**config.mk**
```make
export PLATFORM = sky130hd
export DESIGN_NAME = binary_cellular_automaton_step
export DESIGN_NICKNAME = d
export VERILOG_FILES = /design/src/rtl/bca_pkg.sv /design/src/rtl/bca_line_buf.sv /design/src/rtl/bca_rule.sv /design/src/rtl/bca_out_fifo.sv /design/src/rtl/binary_cellular_automaton_step.sv
export SDC_FILE = /design/constraint.sdc
export NUM_CORES = 1
export LEC_CHECK = 0
export ABC_AREA = 1
export BUFFER_PORTS_ARGS = -buffer_cell sky130_fd_sc_hd__buf_2
export CORE_UTILIZATION = 50
export CTS_BUF_LIST = sky130_fd_sc_hd__clkbuf_8
export DETAILED_ROUTE_END_ITERATION = 6
export HOLD_SLACK_MARGIN = 0.06
export PLACE_DENSITY_LB_ADDON = 0.08
export SLEW_MARGIN = 30
export SYNTH_ARGS = -nofsm -noshare
export SYNTH_HDL_FRONTEND = slang
export SYNTH_SLANG_ARGS = --single-unit
```
**constraint.sdc**
```tcl
create_clock -name clk -period 17.1 [get_ports clk]
set_input_delay 0.855 -clock clk [delete_from_list [all_inputs] [get_ports clk]]
set_output_delay 0.855 -clock clk [all_outputs]
set_load 0.03 [all_outputs]
```
**src/rtl/bca_pkg.sv**
```systemverilog
// Shared types, constants and rule helpers for the cellular automaton step block.
// Used by every module under rtl/; depends on nothing else.
`default_nettype none

package bca_pkg;

  // Grid limits handed to the top-level parameters
  localparam int MAX_WIDTH_DEF  = 64;
  localparam int MAX_HEIGHT_DEF = 64;

  // Field widths fixed by the interface
  localparam int POS_W     = 6;   // row / column of a result
  localparam int DIM_W     = 7;   // grid_width / grid_height registers
  localparam int LIM_W     = 4;   // survive / birth limits
  localparam int CNT_W     = 4;   // live neighbor count, 0..8
  localparam int CFG_IDX_W = 2;

  // Register reset values
  localparam int GRID_WIDTH_RST    = 64;
  localparam int GRID_HEIGHT_RST   = 64;
  localparam int SURVIVE_LIMIT_RST = 3;
  localparam int BIRTH_LIMIT_RST   = 4;

  // Line buffer: one bank per row of the three-row window
  localparam int NUM_BANKS = 3;
  localparam int BANK_W    = 2;

  // Result queue
  localparam int FIFO_DEPTH    = 8;
  localparam int FIFO_AW       = 3;
  localparam int FIFO_CNT_W    = 4;
  localparam int FIFO_HEADROOM = 4;   // two results in flight plus two from the new word

  typedef enum logic [CFG_IDX_W-1:0] {
    REG_GRID_WIDTH  = 2'd0,
    REG_GRID_HEIGHT = 2'd1,
    REG_SURVIVE     = 2'd2,
    REG_BIRTH       = 2'd3
  } cfg_reg_t;

  // One column of the window as it leaves the line buffer stage
  typedef struct packed {
    logic             valid;
    logic             top;         // row r-2
    logic             mid;         // row r-1
    logic             bot;         // row r (incoming)
    logic             first_col;
    logic             second_col;
    logic             last_col;
    logic             has_row;     // r >= 1, results are due
    logic             frame_last;  // padding row
    logic [POS_W-1:0] row;         // r-1
    logic [POS_W-1:0] col;         // c
  } bca_col_t;

  // One result word
  typedef struct packed {
    logic             frame_end;
    logic [POS_W-1:0] col;
    logic [POS_W-1:0] row;
    logic             next_alive;
  } bca_res_t;

  // Population count of the eight neighbors
  function automatic logic [CNT_W-1:0] count8(input logic [7:0] v);
    logic [CNT_W-1:0] s;
    s = '0;
    for (int i = 0; i < 8; i++) begin
      s = s + CNT_W'(v[i]);
    end
    return s;
  endfunction

  // Survival / birth rule
  function automatic logic rule_next(input logic             self_alive,
                                     input logic [CNT_W-1:0] cnt,
                                     input logic [LIM_W-1:0] survive,
                                     input logic [LIM_W-1:0] birth);
    return self_alive ? (cnt >= survive) : (cnt > birth);
  endfunction

endpackage

`default_nettype wire

```
**src/rtl/bca_line_buf.sv**
```systemverilog
// Position counters, three-bank line buffer and the first pipeline register.
// Depends on bca_pkg.
`default_nettype none

module bca_line_buf #(
  parameter int MAX_WIDTH  = bca_pkg::MAX_WIDTH_DEF,
  parameter int MAX_HEIGHT = bca_pkg::MAX_HEIGHT_DEF,
  parameter int CW         = $clog2(MAX_WIDTH),
  parameter int RW         = $clog2(MAX_HEIGHT + 1)
) (
  input  wire logic            clk,
  input  wire logic            rst_n,
  input  wire logic            accept,
  input  wire logic            cell_bit,
  input  wire logic            restart,
  input  wire logic [CW-1:0]   w_last,
  input  wire logic [RW-1:0]   h_eff,
  output bca_pkg::bca_col_t    col_o
);
  import bca_pkg::*;

  logic [CW-1:0]     col_r, col_nxt;
  logic [RW-1:0]     row_r, row_nxt;
  logic [BANK_W-1:0] bank_r, bank_nxt;

  logic [NUM_BANKS-1:0] mem [MAX_WIDTH];
  logic [NUM_BANKS-1:0] rd_r;

  logic              s1_valid_r;
  logic [BANK_W-1:0] s1_bank_r;
  logic              s1_bot_r;
  logic              s1_top_ok_r;
  logic              s1_first_r;
  logic              s1_second_r;
  logic              s1_last_r;
  logic              s1_has_row_r;
  logic              s1_frame_last_r;
  logic [POS_W-1:0]  s1_row_r;
  logic [POS_W-1:0]  s1_col_r;

  logic              pad_row;
  logic              wr_bit;
  logic [RW-1:0]     row_m1;
  logic              top_bit;
  logic              mid_bit;

  assign pad_row = (row_r == h_eff);
  assign wr_bit  = cell_bit & ~pad_row;
  assign row_m1  = row_r - RW'(1);

  // Raster position and bank rotation
  always_comb begin
    col_nxt  = col_r;
    row_nxt  = row_r;
    bank_nxt = bank_r;
    if (restart) begin
      col_nxt  = '0;
      row_nxt  = '0;
      bank_nxt = '0;
    end else if (accept) begin
      if (col_r == w_last) begin
        col_nxt = '0;
        if (pad_row) begin
          row_nxt  = '0;
          bank_nxt = '0;
        end else begin
          row_nxt  = row_r + RW'(1);
          bank_nxt = (bank_r == BANK_W'(NUM_BANKS - 1)) ? '0 : bank_r + BANK_W'(1);
        end
      end else begin
        col_nxt = col_r + CW'(1);
      end
    end
  end

  always_ff @(posedge clk) begin
    if (!rst_n) begin
      col_r  <= '0;
      row_r  <= '0;
      bank_r <= '0;
    end else begin
      col_r  <= col_nxt;
      row_r  <= row_nxt;
      bank_r <= bank_nxt;
    end
  end

  // Line buffer: write the incoming row's bank, read the column from all banks
  always_ff @(posedge clk) begin
    if (accept) begin
      mem[col_r][bank_r] <= wr_bit;
      rd_r               <= mem[col_r];
    end
  end

  // Stage 1 register
  always_ff @(posedge clk) begin
    if (!rst_n) begin
      s1_valid_r <= 1'b0;
    end else begin
      s1_valid_r <= accept;
    end
  end

  always_ff @(posedge clk) begin
    if (accept) begin
      s1_bank_r       <= bank_r;
      s1_bot_r        <= wr_bit;
      s1_top_ok_r     <= (row_r > RW'(1));
      s1_first_r      <= (col_r == '0);
      s1_second_r     <= (col_r == CW'(1));
      s1_last_r       <= (col_r == w_last);
      s1_has_row_r    <= (row_r != '0);
      s1_frame_last_r <= pad_row;
      s1_row_r        <= POS_W'(row_m1);
      s1_col_r        <= POS_W'(col_r);
    end
  end

  // Bank b holds row r, b+2 row r-1, b+1 row r-2 (mod 3)
  always_comb begin
    case (s1_bank_r)
      2'd0: begin
        top_bit = rd_r[1];
        mid_bit = rd_r[2];
      end
      2'd1: begin
        top_bit = rd_r[2];
        mid_bit = rd_r[0];
      end
      2'd2: begin
        top_bit = rd_r[0];
        mid_bit = rd_r[1];
      end
      default: begin
        top_bit = 1'b0;
        mid_bit = 1'b0;
      end
    endcase
  end

  always_comb begin
    col_o.valid      = s1_valid_r;
    col_o.top        = top_bit & s1_top_ok_r;
    col_o.mid        = mid_bit & s1_has_row_r;
    col_o.bot        = s1_bot_r;
    col_o.first_col  = s1_first_r;
    col_o.second_col = s1_second_r;
    col_o.last_col   = s1_last_r;
    col_o.has_row    = s1_has_row_r;
    col_o.frame_last = s1_frame_last_r;
    col_o.row        = s1_row_r;
    col_o.col        = s1_col_r;
  end

endmodule

`default_nettype wire

```
**src/rtl/bca_rule.sv**
```systemverilog
// 3x3 window columns and the survival / birth rule; yields up to two results per word.
// Depends on bca_pkg.
`default_nettype none

module bca_rule (
  input  wire logic                        clk,
  input  wire bca_pkg::bca_col_t           col_i,
  input  wire logic [bca_pkg::LIM_W-1:0]   survive_limit,
  input  wire logic [bca_pkg::LIM_W-1:0]   born_thr,
  output logic                             push_a,
  output logic                             push_b,
  output bca_pkg::bca_res_t                res_a,
  output bca_pkg::bca_res_t                res_b
);
  import bca_pkg::*;

  // Columns c-1 and c-2, bit 2 top, bit 1 mid, bit 0 bottom
  logic [2:0] prev1_r;
  logic [2:0] prev2_r;
  logic [2:0] left_c;
  logic [2:0] mid_c;
  logic [2:0] cur_c;
  logic [7:0] nb_a;
  logic [7:0] nb_b;

  always_ff @(posedge clk) begin
    if (col_i.valid) begin
      prev1_r <= cur_c;
      prev2_r <= prev1_r;
    end
  end

  // Columns left of the grid edge read as dead
  assign cur_c  = {col_i.top, col_i.mid, col_i.bot};
  assign mid_c  = col_i.first_col ? 3'b000 : prev1_r;
  assign left_c = (col_i.first_col | col_i.second_col) ? 3'b000 : prev2_r;

  // Cell at column c-1 and, on the last column, the cell at column c
  assign nb_a = {left_c, mid_c[2], mid_c[0], cur_c};
  assign nb_b = {mid_c, cur_c[2], cur_c[0], 3'b000};

  assign push_a = col_i.valid & col_i.has_row & ~col_i.first_col;
  assign push_b = col_i.valid & col_i.has_row & col_i.last_col;

  always_comb begin
    res_a.next_alive = rule_next(mid_c[1], count8(nb_a), survive_limit, born_thr);
    res_a.row        = col_i.row;
    res_a.col        = col_i.col - POS_W'(1);
    res_a.frame_end  = 1'b0;

    res_b.next_alive = rule_next(cur_c[1], count8(nb_b), survive_limit, born_thr);
    res_b.row        = col_i.row;
    res_b.col        = col_i.col;
    res_b.frame_end  = col_i.frame_last;
  end

endmodule

`default_nettype wire

```
**src/rtl/bca_out_fifo.sv**
```systemverilog
// Result queue taking up to two words a cycle and presenting one to the output.
// Depends on bca_pkg.
`default_nettype none

module bca_out_fifo (
  input  wire logic                           clk,
  input  wire logic                           rst_n,
  input  wire logic                           push_a,
  input  wire logic                           push_b,
  input  wire bca_pkg::bca_res_t              res_a,
  input  wire bca_pkg::bca_res_t              res_b,
  output logic                                out_valid,
  input  wire logic                           out_ready,
  output bca_pkg::bca_res_t                   out_res,
  output logic                                room,
  output logic [bca_pkg::FIFO_CNT_W-1:0]      count
);
  import bca_pkg::*;

  bca_res_t               mem [FIFO_DEPTH];
  logic [FIFO_AW-1:0]     wr_r, wr_nxt;
  logic [FIFO_AW-1:0]     rd_r, rd_nxt;
  logic [FIFO_CNT_W-1:0]  cnt_r, cnt_nxt;
  logic [FIFO_CNT_W-1:0]  n_push;
  logic                   pop;

  assign n_push    = FIFO_CNT_W'(push_a) + FIFO_CNT_W'(push_b);
  assign out_valid = (cnt_r != '0);
  assign pop       = out_valid & out_ready;
  assign out_res   = mem[rd_r];
  assign room      = (cnt_r <= FIFO_CNT_W'(FIFO_DEPTH - FIFO_HEADROOM));
  assign count     = cnt_r;

  // Pointer and fill bookkeeping
  always_comb begin
    wr_nxt  = wr_r + FIFO_AW'(n_push);
    rd_nxt  = pop ? rd_r + FIFO_AW'(1) : rd_r;
    cnt_nxt = cnt_r + n_push - FIFO_CNT_W'(pop);
  end

  always_ff @(posedge clk) begin
    if (!rst_n) begin
      wr_r  <= '0;
      rd_r  <= '0;
      cnt_r <= '0;
    end else begin
      wr_r  <= wr_nxt;
      rd_r  <= rd_nxt;
      cnt_r <= cnt_nxt;
    end
  end

  // Storage; the column c-1 result goes ahead of the last-column result
  always_ff @(posedge clk) begin
    if (push_a) begin
      mem[wr_r] <= res_a;
    end
    if (push_b) begin
      mem[push_a ? wr_r + FIFO_AW'(1) : wr_r] <= res_b;
    end
  end

endmodule

`default_nettype wire

```
**src/rtl/binary_cellular_automaton_step.sv**
```systemverilog
// One generation of a binary cellular automaton, one cell word accepted per clock while
// the result queue has room. Feed the grid in raster order followed by one padding row
// of grid_width words; the result for a cell leaves one row and one column behind its
// input, through the stage 1 register and the result queue. The end of every row
// yields two results for one input word, and the first column none; an 8-word result
// queue absorbs this, and in_tready is low during reset and drops only when more than
// four results wait in the queue. Writing grid_width or grid_height restarts the frame;
// write registers only while idle. The line buffer needs no clearing after reset: unread
// rows are masked by the row count.
// Depends on bca_pkg, bca_line_buf, bca_rule and bca_out_fifo.
`default_nettype none

module binary_cellular_automaton_step #(
  parameter int MAX_WIDTH  = bca_pkg::MAX_WIDTH_DEF,
  parameter int MAX_HEIGHT = bca_pkg::MAX_HEIGHT_DEF
) (
  input  wire logic                              clk,
  input  wire logic                              rst_n,
  // input stream
  input  wire logic                              in_tvalid,
  output logic                                   in_tready,
  input  wire logic [7:0]                        in_tdata,   // [0] cell_alive
  // result stream
  output logic                                   out_tvalid,
  input  wire logic                              out_tready,
  output logic [15:0]                            out_tdata,  // [0] next_alive, [6:1] out_row,
                                                             // [12:7] out_col
  output logic                                   out_tlast,  // frame_end
  // register writes
  input  wire logic                              cfg_valid,
  output logic                                   cfg_ready,
  input  wire logic [bca_pkg::CFG_IDX_W-1:0]     cfg_index,
  input  wire logic [bca_pkg::DIM_W-1:0]         cfg_data
);
  import bca_pkg::*;

  localparam int CW      = $clog2(MAX_WIDTH);
  localparam int RW      = $clog2(MAX_HEIGHT + 1);
  localparam int W_RST   = (GRID_WIDTH_RST > MAX_WIDTH) ? MAX_WIDTH : GRID_WIDTH_RST;
  localparam int H_RST   = (GRID_HEIGHT_RST > MAX_HEIGHT) ? MAX_HEIGHT : GRID_HEIGHT_RST;

  logic [CW-1:0]    w_last_r, w_last_nxt;
  logic [RW-1:0]    h_eff_r, h_eff_nxt;
  logic [LIM_W-1:0] survive_r, survive_nxt;
  logic [LIM_W-1:0] birth_r, birth_nxt;
  logic             cfg_fire;
  logic             restart;
  logic             in_fire;

  bca_col_t               col_s1;
  logic                   push_a;
  logic                   push_b;
  bca_res_t               res_a;
  bca_res_t               res_b;
  bca_res_t               out_res;
  logic                   fifo_room;
  logic [FIFO_CNT_W-1:0]  fifo_count;

  // No word is taken while reset is held
  assign cfg_ready = rst_n;
  assign cfg_fire  = cfg_valid & cfg_ready;
  assign in_tready = fifo_room & rst_n;
  assign in_fire   = in_tvalid & in_tready;

  // Register writes; dimensions are clamped to 1..MAX on the way in
  always_comb begin
    w_last_nxt  = w_last_r;
    h_eff_nxt   = h_eff_r;
    survive_nxt = survive_r;
    birth_nxt   = birth_r;
    restart     = 1'b0;
    if (cfg_fire) begin
      case (cfg_reg_t'(cfg_index))
        REG_GRID_WIDTH: begin
          restart = 1'b1;
          if (cfg_data == '0) begin
            w_last_nxt = '0;
          end else if (cfg_data > DIM_W'(MAX_WIDTH)) begin
            w_last_nxt = CW'(MAX_WIDTH - 1);
          end else begin
            w_last_nxt = CW'(cfg_data - DIM_W'(1));
          end
        end
        REG_GRID_HEIGHT: begin
          restart = 1'b1;
          if (cfg_data == '0) begin
            h_eff_nxt = RW'(1);
          end else if (cfg_data > DIM_W'(MAX_HEIGHT)) begin
            h_eff_nxt = RW'(MAX_HEIGHT);
          end else begin
            h_eff_nxt = RW'(cfg_data);
          end
        end
        REG_SURVIVE: survive_nxt = cfg_data[LIM_W-1:0];
        REG_BIRTH:   birth_nxt   = cfg_data[LIM_W-1:0];
        default: ;
      endcase
    end
  end

  always_ff @(posedge clk) begin
    if (!rst_n) begin
      w_last_r  <= CW'(W_RST - 1);
      h_eff_r   <= RW'(H_RST);
      survive_r <= LIM_W'(SURVIVE_LIMIT_RST);
      birth_r   <= LIM_W'(BIRTH_LIMIT_RST);
    end else begin
      w_last_r  <= w_last_nxt;
      h_eff_r   <= h_eff_nxt;
      survive_r <= survive_nxt;
      birth_r   <= birth_nxt;
    end
  end

  bca_line_buf #(
    .MAX_WIDTH  (MAX_WIDTH),
    .MAX_HEIGHT (MAX_HEIGHT),
    .CW         (CW),
    .RW         (RW)
  ) u_line_buf (
    .clk      (clk),
    .rst_n    (rst_n),
    .accept   (in_fire),
    .cell_bit (in_tdata[0]),
    .restart  (restart),
    .w_last   (w_last_r),
    .h_eff    (h_eff_r),
    .col_o    (col_s1)
  );

  bca_rule u_rule (
    .clk           (clk),
    .col_i         (col_s1),
    .survive_limit (survive_r),
    .born_thr      (birth_r),
    .push_a        (push_a),
    .push_b        (push_b),
    .res_a         (res_a),
    .res_b         (res_b)
  );

  bca_out_fifo u_out_fifo (
    .clk       (clk),
    .rst_n     (rst_n),
    .push_a    (push_a),
    .push_b    (push_b),
    .res_a     (res_a),
    .res_b     (res_b),
    .out_valid (out_tvalid),
    .out_ready (out_tready),
    .out_res   (out_res),
    .room      (fifo_room),
    .count     (fifo_count)
  );

  assign out_tdata = {3'b000, out_res.col, out_res.row, out_res.next_alive};
  assign out_tlast = out_res.frame_end;

`ifndef SYNTHESIS
  // Queue fill never exceeds its depth
  a_fifo_bound: assert property (@(posedge clk) disable iff (!rst_n)
    fifo_count <= FIFO_CNT_W'(FIFO_DEPTH))
    else $error("result queue overfilled");

  // A word in stage 1 always finds room for both of its results
  a_stage_room: assert property (@(posedge clk) disable iff (!rst_n)
    col_s1.valid |-> (fifo_count <= FIFO_CNT_W'(FIFO_DEPTH - 2)))
    else $error("stage 1 word without queue room");

  // No second word enters while the queue is above the admission threshold
  a_admit: assert property (@(posedge clk) disable iff (!rst_n)
    (fifo_count > FIFO_CNT_W'(FIFO_DEPTH - FIFO_HEADROOM)) |=> !col_s1.valid ||
      $past(fifo_count) <= FIFO_CNT_W'(FIFO_DEPTH - FIFO_HEADROOM))
    else $error("word admitted over threshold");
`endif

endmodule

`default_nettype wire

```
# --- Yosys cells after proc, flatten, opt, wreduce, memory -nomap -nowiden ---
# Memories as Yosys holds them, arrays and structs flattened. A register that Yosys moved wholly into a read port is not among the register bits.
# Index checks and enable logic that the tools add are counted.
totals:
  input_bits: 22
  reg_bits: 74
  elab_cells: 121
  ramBits: 304
  output_inout_bits: 20
  n_memories: 2
memory_table:
  columns: ["name", "words", "word_bits", "rd", "rd_clocked_by_memory_dff", "wr", "line", "text"]
  rows:
  - ["u_line_buf.mem", 64, 3, 1, 1, 1, "bca_line_buf.sv:26", "logic [NUM_BANKS-1:0] mem [MAX_WIDTH];"]
  - ["u_out_fifo.mem", 8, 14, 1, 1, 2, "bca_out_fifo.sv:20", "bca_res_t mem [FIFO_DEPTH];"]
op_classes:
  reduce_logical: 14
  mux: 27
  n_addsub: 23
  magnitude_cmp: 9
  bitwise: 14
  n_eq_ne: 9
ops:
  columns: ["operator", "n"]
  rows:
  - ["adder 4 x 1 -> 4 bit", 9]
  - ["2-to-1 mux 7 bit", 3]
  - ["2-to-1 mux 3 bit", 6]
  - ["2-to-1 mux 6 bit", 3]
  - ["subtractor 6 x 1 -> 6 bit, second input constant", 3]
  - ["AND 1 bit", 10]
  - ["2-to-1 mux 1 bit", 10]
  - ["AND reduction 2 bit", 5]
  - ["equality test 2 bit, second input constant", 4]
  - ["greater-or-equal comparator 4 bit", 2]
  - ["> comparator 4 bit", 2]
  - ["adder 7 x 1 -> 7 bit, second input constant", 1]
  - ["equality test 7 bit", 1]
  - ["> comparator 7 x 1 -> 1 bit, second input constant", 1]
  - ["> comparator 7 bit, second input constant", 1]
  - ["zero test 7 bit", 1]
  - ["nonzero test 7 bit", 1]
  - ["adder 1 x 1 -> 2 bit", 3]
  - ["adder 3 x 1 -> 3 bit, second input constant", 2]
  - ["adder 6 x 1 -> 6 bit, second input constant", 1]
  - ["equality test 6 x 1 -> 1 bit, second input constant", 1]
  - ["equality test 6 bit", 1]
  - ["zero test 6 bit", 1]
  - ["one-hot mux 1 bit (3 select lines)", 2]
  - ["16 further kinds", 22]

# --- Longest topological paths before layout ---
logic_depth:
  word_depth: 12
  ltp_mapped: 23
  depth_no_buf: 23

# --- Cells and area by module ---
# Synthesis repeated with hierarchy kept, for this count alone.
hier_totals:
  cells_unflattened: 2437
  hier_area_um2: 20548.5
modules_own_cells:
  columns: ["module", "cells_each", "area_per_inst_um2", "n_inst"]
  rows:
  - ["bca_line_buf", 1268, 11250.8, 1]
  - ["bca_out_fifo", 891, 7179.4, 1]
  - ["bca_rule", 140, 1076.0, 1]
  - ["binary_cellular_automaton_step", 138, 1042.2, 1]

# --- Least setup slack after synthesis ---
# OpenSTA, ideal clock, no wires.
synth_path:
  kind: "in2reg"
  startpoint: "in in_tdata[0]"
  endpoint: "mem u_line_buf.mem[0][0], data pin"
  path_buffers: 0
  path_stages: 2
  setup_ns: 1.096
  t_arrival_ns: 5.309
  slack_ns: 10.695
  cell_sequence: "inv_1 nor2_1"
synth_via:
  elab_chain_cells: 1
synth_rtl:
  columns: ["item", "line", "text"]
  rows:
  - ["start, declared", "binary_cellular_automaton_step.sv:22", "input wire logic [7:0] in_tdata,"]
  - ["AND 1 bit", "bca_line_buf.sv:48", "assign wr_bit = cell_bit & ~pad_row;"]
  - ["net u_line_buf.wr_bit", "bca_line_buf.sv:42", "logic wr_bit;"]
  - ["end, declared", "bca_line_buf.sv:26", null]
# The timed path passes the listed nets, and every way through them passes these cells.

==> key figures <==
Placed design
  – Sum of net half-perimeters after detailed placement: 27160 um
  – Placed Cells: 2618
  – PortBufs: 31
  – RePlAce Congestion: 0.8331

Floorplanning
  – Die area: 39070 sq um
  – Ports placed on the boundary: 42
  – Effective utilization at floorplan: 0.5082
  – Floorplan Core Area: 37670 sq um
  – DIE WIDTH: 197.7 um
  – Standard-cell row count: between 70 and 80
  – Vert. Die Dim: between 150 and 200 um

Detailed routing
  – Vias per cell: between 5 and 6
  – Number of optimization iterations in the first detailed-route pass: 5
  – Number of DRC markers in iteration 0: 925
  – Detailed Route WL: 45190 um
  – Vias: 14070
  – Post-DRT Antenna Nets: 0
  – Average routed wire per standard cell: roughly 17 um
  – Number of DRC violations after detailed routing: 0

Clock tree
  – Clock Tree Buf Depth: 3
  – Hold buffer count at cts: 0
  – Source-to-sink clock delay at the later pin of the worst-skew pair: 0.61 ns
  – Clock tree from TritonCTS: yes
  – H-tree levels: 3
  – Cts repair resizes: 0
  – Clock transition at path regs: 0.06 ns
  – Clock net sink count: 384
  – Clock tree root buffer cell: sky130_fd_sc_hd__clkbuf_8
  – Clock buffers created by TritonCTS: 67
  – Number of buffers inserted by post-CTS setup repair: 0

Timing
  – Final sum of negative setup slack: 0 ns
  – Final setup fails: 0
  – Fin crit period: around 4.7 ns
  – Worst slew slack as a fraction of its limit: 0.3107
  – Final count of hold timing violations: 0
  – Tightest Pin Transition: just over 1 ns
  – Slew Viols, Final: 0
  – Share of the cycle needed by the critical path after routing: 0.2738
  – RSZ-0062 raised after global routing: no
  – Fin Hold WS: 0.4556 ns
  – Max Clock Skew: roughly 0.020 ns
  – Max frequency: between 200 and 250 MHz

Power and ir drop
  – Total power density per cell area: 111.9 nW/um^2
  – Highest ir drop seen on vdd: 0.05833 mV
  – Cell leakage power: between 8 and 9 nW
  – Total power: 2.336 mW

Critical path
  – Worst path slowest cell: sky130_fd_sc_hd__fa_1
  – Sequence of cells on the critical path: inv_1 -> nand3_1 -> nand3_1 -> nand2_1 -> inv_1 -> ha_1 -> inv_1 -> fa_1 -> inv_1 -> fa_1 -> inv_1 -> fa_1 -> fa_1 -> xnor2_1 -> ha_1 -> nand4_1 -> nand3_1 -> nand2_1 -> nand2_1 -> nand2_1 -> nand2_1
  – Crit path buf inv count: 5
  – Cell family contributing the most delay on the critical path: adder cells
  – Delay of the slowest cell on the worst path: 0.52 ns
  – CP endpoint kind: flop
  – Startpoint-to-endpoint class of the critical path: reg -> reg
  – Maximum fanout count along the critical path: 8
  – Kind of start point of the critical path: flop
  – Arrival time of the worst setup path: roughly 5.0 ns
  – Critical Path RT: approximately 17 ns

Flow run
  – Number of max-cap violations: 0

Yosys
  – Syn_area_per_cell: 8.858 sq um
  – Ys flop type: sky130_fd_sc_hd__edfxtp_1
  – Distinct cell type count after synthesis: 44
  – Count of warnings emitted by yosys: 0
  – Fraction of registers with async set/reset: 0
  – Synth Instances: 2161
  – Number of enable-type register cells in the synthesized netlist: between 300 and 400
  – Sequential element share of the synthesized area: 0.5762
  – Cell area after technology mapping: 19140 sq um
  – Flop and latch count out of synthesis: 384

Layout
  – Final Instance Count excl. Fillers: 2729
  – Share of post-route cells with drive strength above 1: 0.08927
  – Number of diodes: 0
  – Most frequent standard cell in the layout excluding fill and tap cells: sky130_fd_sc_hd__nand2_1
  – Fill count: 3524
  – Most frequent cells in the layout: 859 x sky130_fd_sc_hd__nand2_1, 344 x sky130_fd_sc_hd__nor2_1, 334 x sky130_fd_sc_hd__edfxtp_1
  – Syn-to-layout area delta: 9.079%
  – Number of nets in the finished design: 2246
  – Final core occ: 0.5543

Global routing
  – Number of global-route vias before repair: 13520
  – Global routing usage summed across all routing layers: 0.2379
  – Initial antenna violation count: 0
  – Largest net degree at the start of global routing: ~110
  – Gr ovfl total: 0
  – Global-route wire length before repair: roughly 71000 um

Run status
  – Outcome: completed

Hold path
  – Tightest Hold Check Type: reg -> reg
## stage by stage
stage	worst slack [ns]	area (sq um)
floorplan	10.69	19150
global placement	12.52	19550
detailed placement	12.39	19620
CTS	12.37	20870
global route	12.12	20880
finish	12.42	20880
## kinds of logic (layout without fill, tap and decap cells)
logic type	after synthesis	in the layout	share of synthesized area
other cells	1	3	0.0001959
compound gates	175	175	0.05497
fa+ha+maj	48	48	0.03451
flops	384	384	0.5762
xor+xnor	21	21	0.01000
simple gates	1288	1288	0.2654
buf+inv	244	299	0.05870
## Yosys cell counts, types with 18 or more instances
library cell / number / share of area
sky130_fd_sc_hd__nand2_1: 859 / 0.17
sky130_fd_sc_hd__nor2_1: 347 / 0.068
sky130_fd_sc_hd__edfxtp_1: 334 / 0.52
sky130_fd_sc_hd__inv_1: 126 / 0.025
sky130_fd_sc_hd__o21ai_0: 75 / 0.020
sky130_fd_sc_hd__dfxtp_1: 50 / 0.052
sky130_fd_sc_hd__ha_1: 40 / 0.026
sky130_fd_sc_hd__buf_2: 39 / 0.010
sky130_fd_sc_hd__clkbuf_1: 39 / 0.0076
sky130_fd_sc_hd__a21oi_1: 32 / 0.0084
sky130_fd_sc_hd__nand3_1: 32 / 0.0084
sky130_fd_sc_hd__o32ai_1: 28 / 0.013
sky130_fd_sc_hd__o21ai_1: 18 / 0.0047
## power breakdown
part	internal [mW]	switching (mW)	total (mW)
logic	0.138	0.322	0.460
clock network	0.437	0.371	0.808
registers	1.05	0.0193	1.07
total	1.62	0.713	2.34
## state kept, by name (all words and copies together), names as in the netlist, 2 cells and up, named ones only
register,flops
u_line_buf.rd_r,3
u_line_buf.bank_r,2
u_out_fifo.rd_r,3
u_out_fifo.mem,112
u_line_buf.col_r,6
u_line_buf.s1_col_r,6
w_last_r,6
u_out_fifo.wr_r,3
u_line_buf.s1_row_r,6
survive_r,4
u_rule.prev2_r,3
birth_r,4
u_line_buf.mem,192
u_rule.prev1_r,3
u_line_buf.row_r,7
u_out_fifo.count,4
h_eff_r,7
u_line_buf.s1_bank_r,2
## worst register-to-register path, cell delays in order (launching register included)
cell	delay (ns)
sky130_fd_sc_hd__edfxtp_1	0.36
sky130_fd_sc_hd__inv_1	0.09
sky130_fd_sc_hd__nand3_1	0.08
sky130_fd_sc_hd__nand3_1	0.09
sky130_fd_sc_hd__nand2_1	0.17
sky130_fd_sc_hd__inv_1	0.09
sky130_fd_sc_hd__ha_1	0.27
sky130_fd_sc_hd__inv_1	0.05
sky130_fd_sc_hd__fa_1	0.50
sky130_fd_sc_hd__inv_1	0.06
sky130_fd_sc_hd__fa_1	0.52
sky130_fd_sc_hd__inv_1	0.05
sky130_fd_sc_hd__fa_1	0.45
sky130_fd_sc_hd__fa_1	0.40
sky130_fd_sc_hd__xnor2_1	0.26
sky130_fd_sc_hd__ha_1	0.30
sky130_fd_sc_hd__nand4_1	0.10
sky130_fd_sc_hd__nand3_1	0.10
sky130_fd_sc_hd__nand2_1	0.07
sky130_fd_sc_hd__nand2_1	0.22
sky130_fd_sc_hd__nand2_1	0.16
sky130_fd_sc_hd__nand2_1	0.07
## final timing paths
path,cells after the start,from,slack (ns),to
min,0,u_rule.prev1_r[1]$_DFFE_PP_,0.46,u_rule.prev2_r[1]$_DFFE_PP_
max,21,u_line_buf.s1_bank_r[0]$_DFFE_PP_,12.42,u_out_fifo.mem[5][0]$_DFFE_PP_
max reg2reg,21,u_line_buf.s1_bank_r[0]$_DFFE_PP_,12.42,u_out_fifo.mem[5][0]$_DFFE_PP_
min reg2reg,0,u_rule.prev1_r[1]$_DFFE_PP_,0.46,u_rule.prev2_r[1]$_DFFE_PP_
## routing by layer
| layer | vias up | share of wire | track usage |
|---|---|---|---|
| li1 | 7032 | - | - |
| met1 | 6623 | 0.44 | 0.2994 |
| met2 | 325 | 0.49 | 0.4139 |
| met3 | 91 | 0.045 | 0.03688 |
| met4 | 0 | 0.029 | 0.08556 |
| met5 | - | 0 | 0 |
## layout make-up
| class | instances | area, sq um | share of cell area |
|---|---|---|---|
| flip-flops and latches | 384 | 11040 | 0.5285 |
| multi-input cells | 1535 | 7114 | 0.3407 |
| clock buffers | 77 | 1060 | 0.05076 |
| well taps | 511 | 639.4 | 0.03062 |
| inverters | 136 | 513.0 | 0.02457 |
| repair buffers | 52 | 327.8 | 0.01570 |
| clock inverters | 34 | 190.2 | 0.009108 |
(Power assumes the default switching activity.)
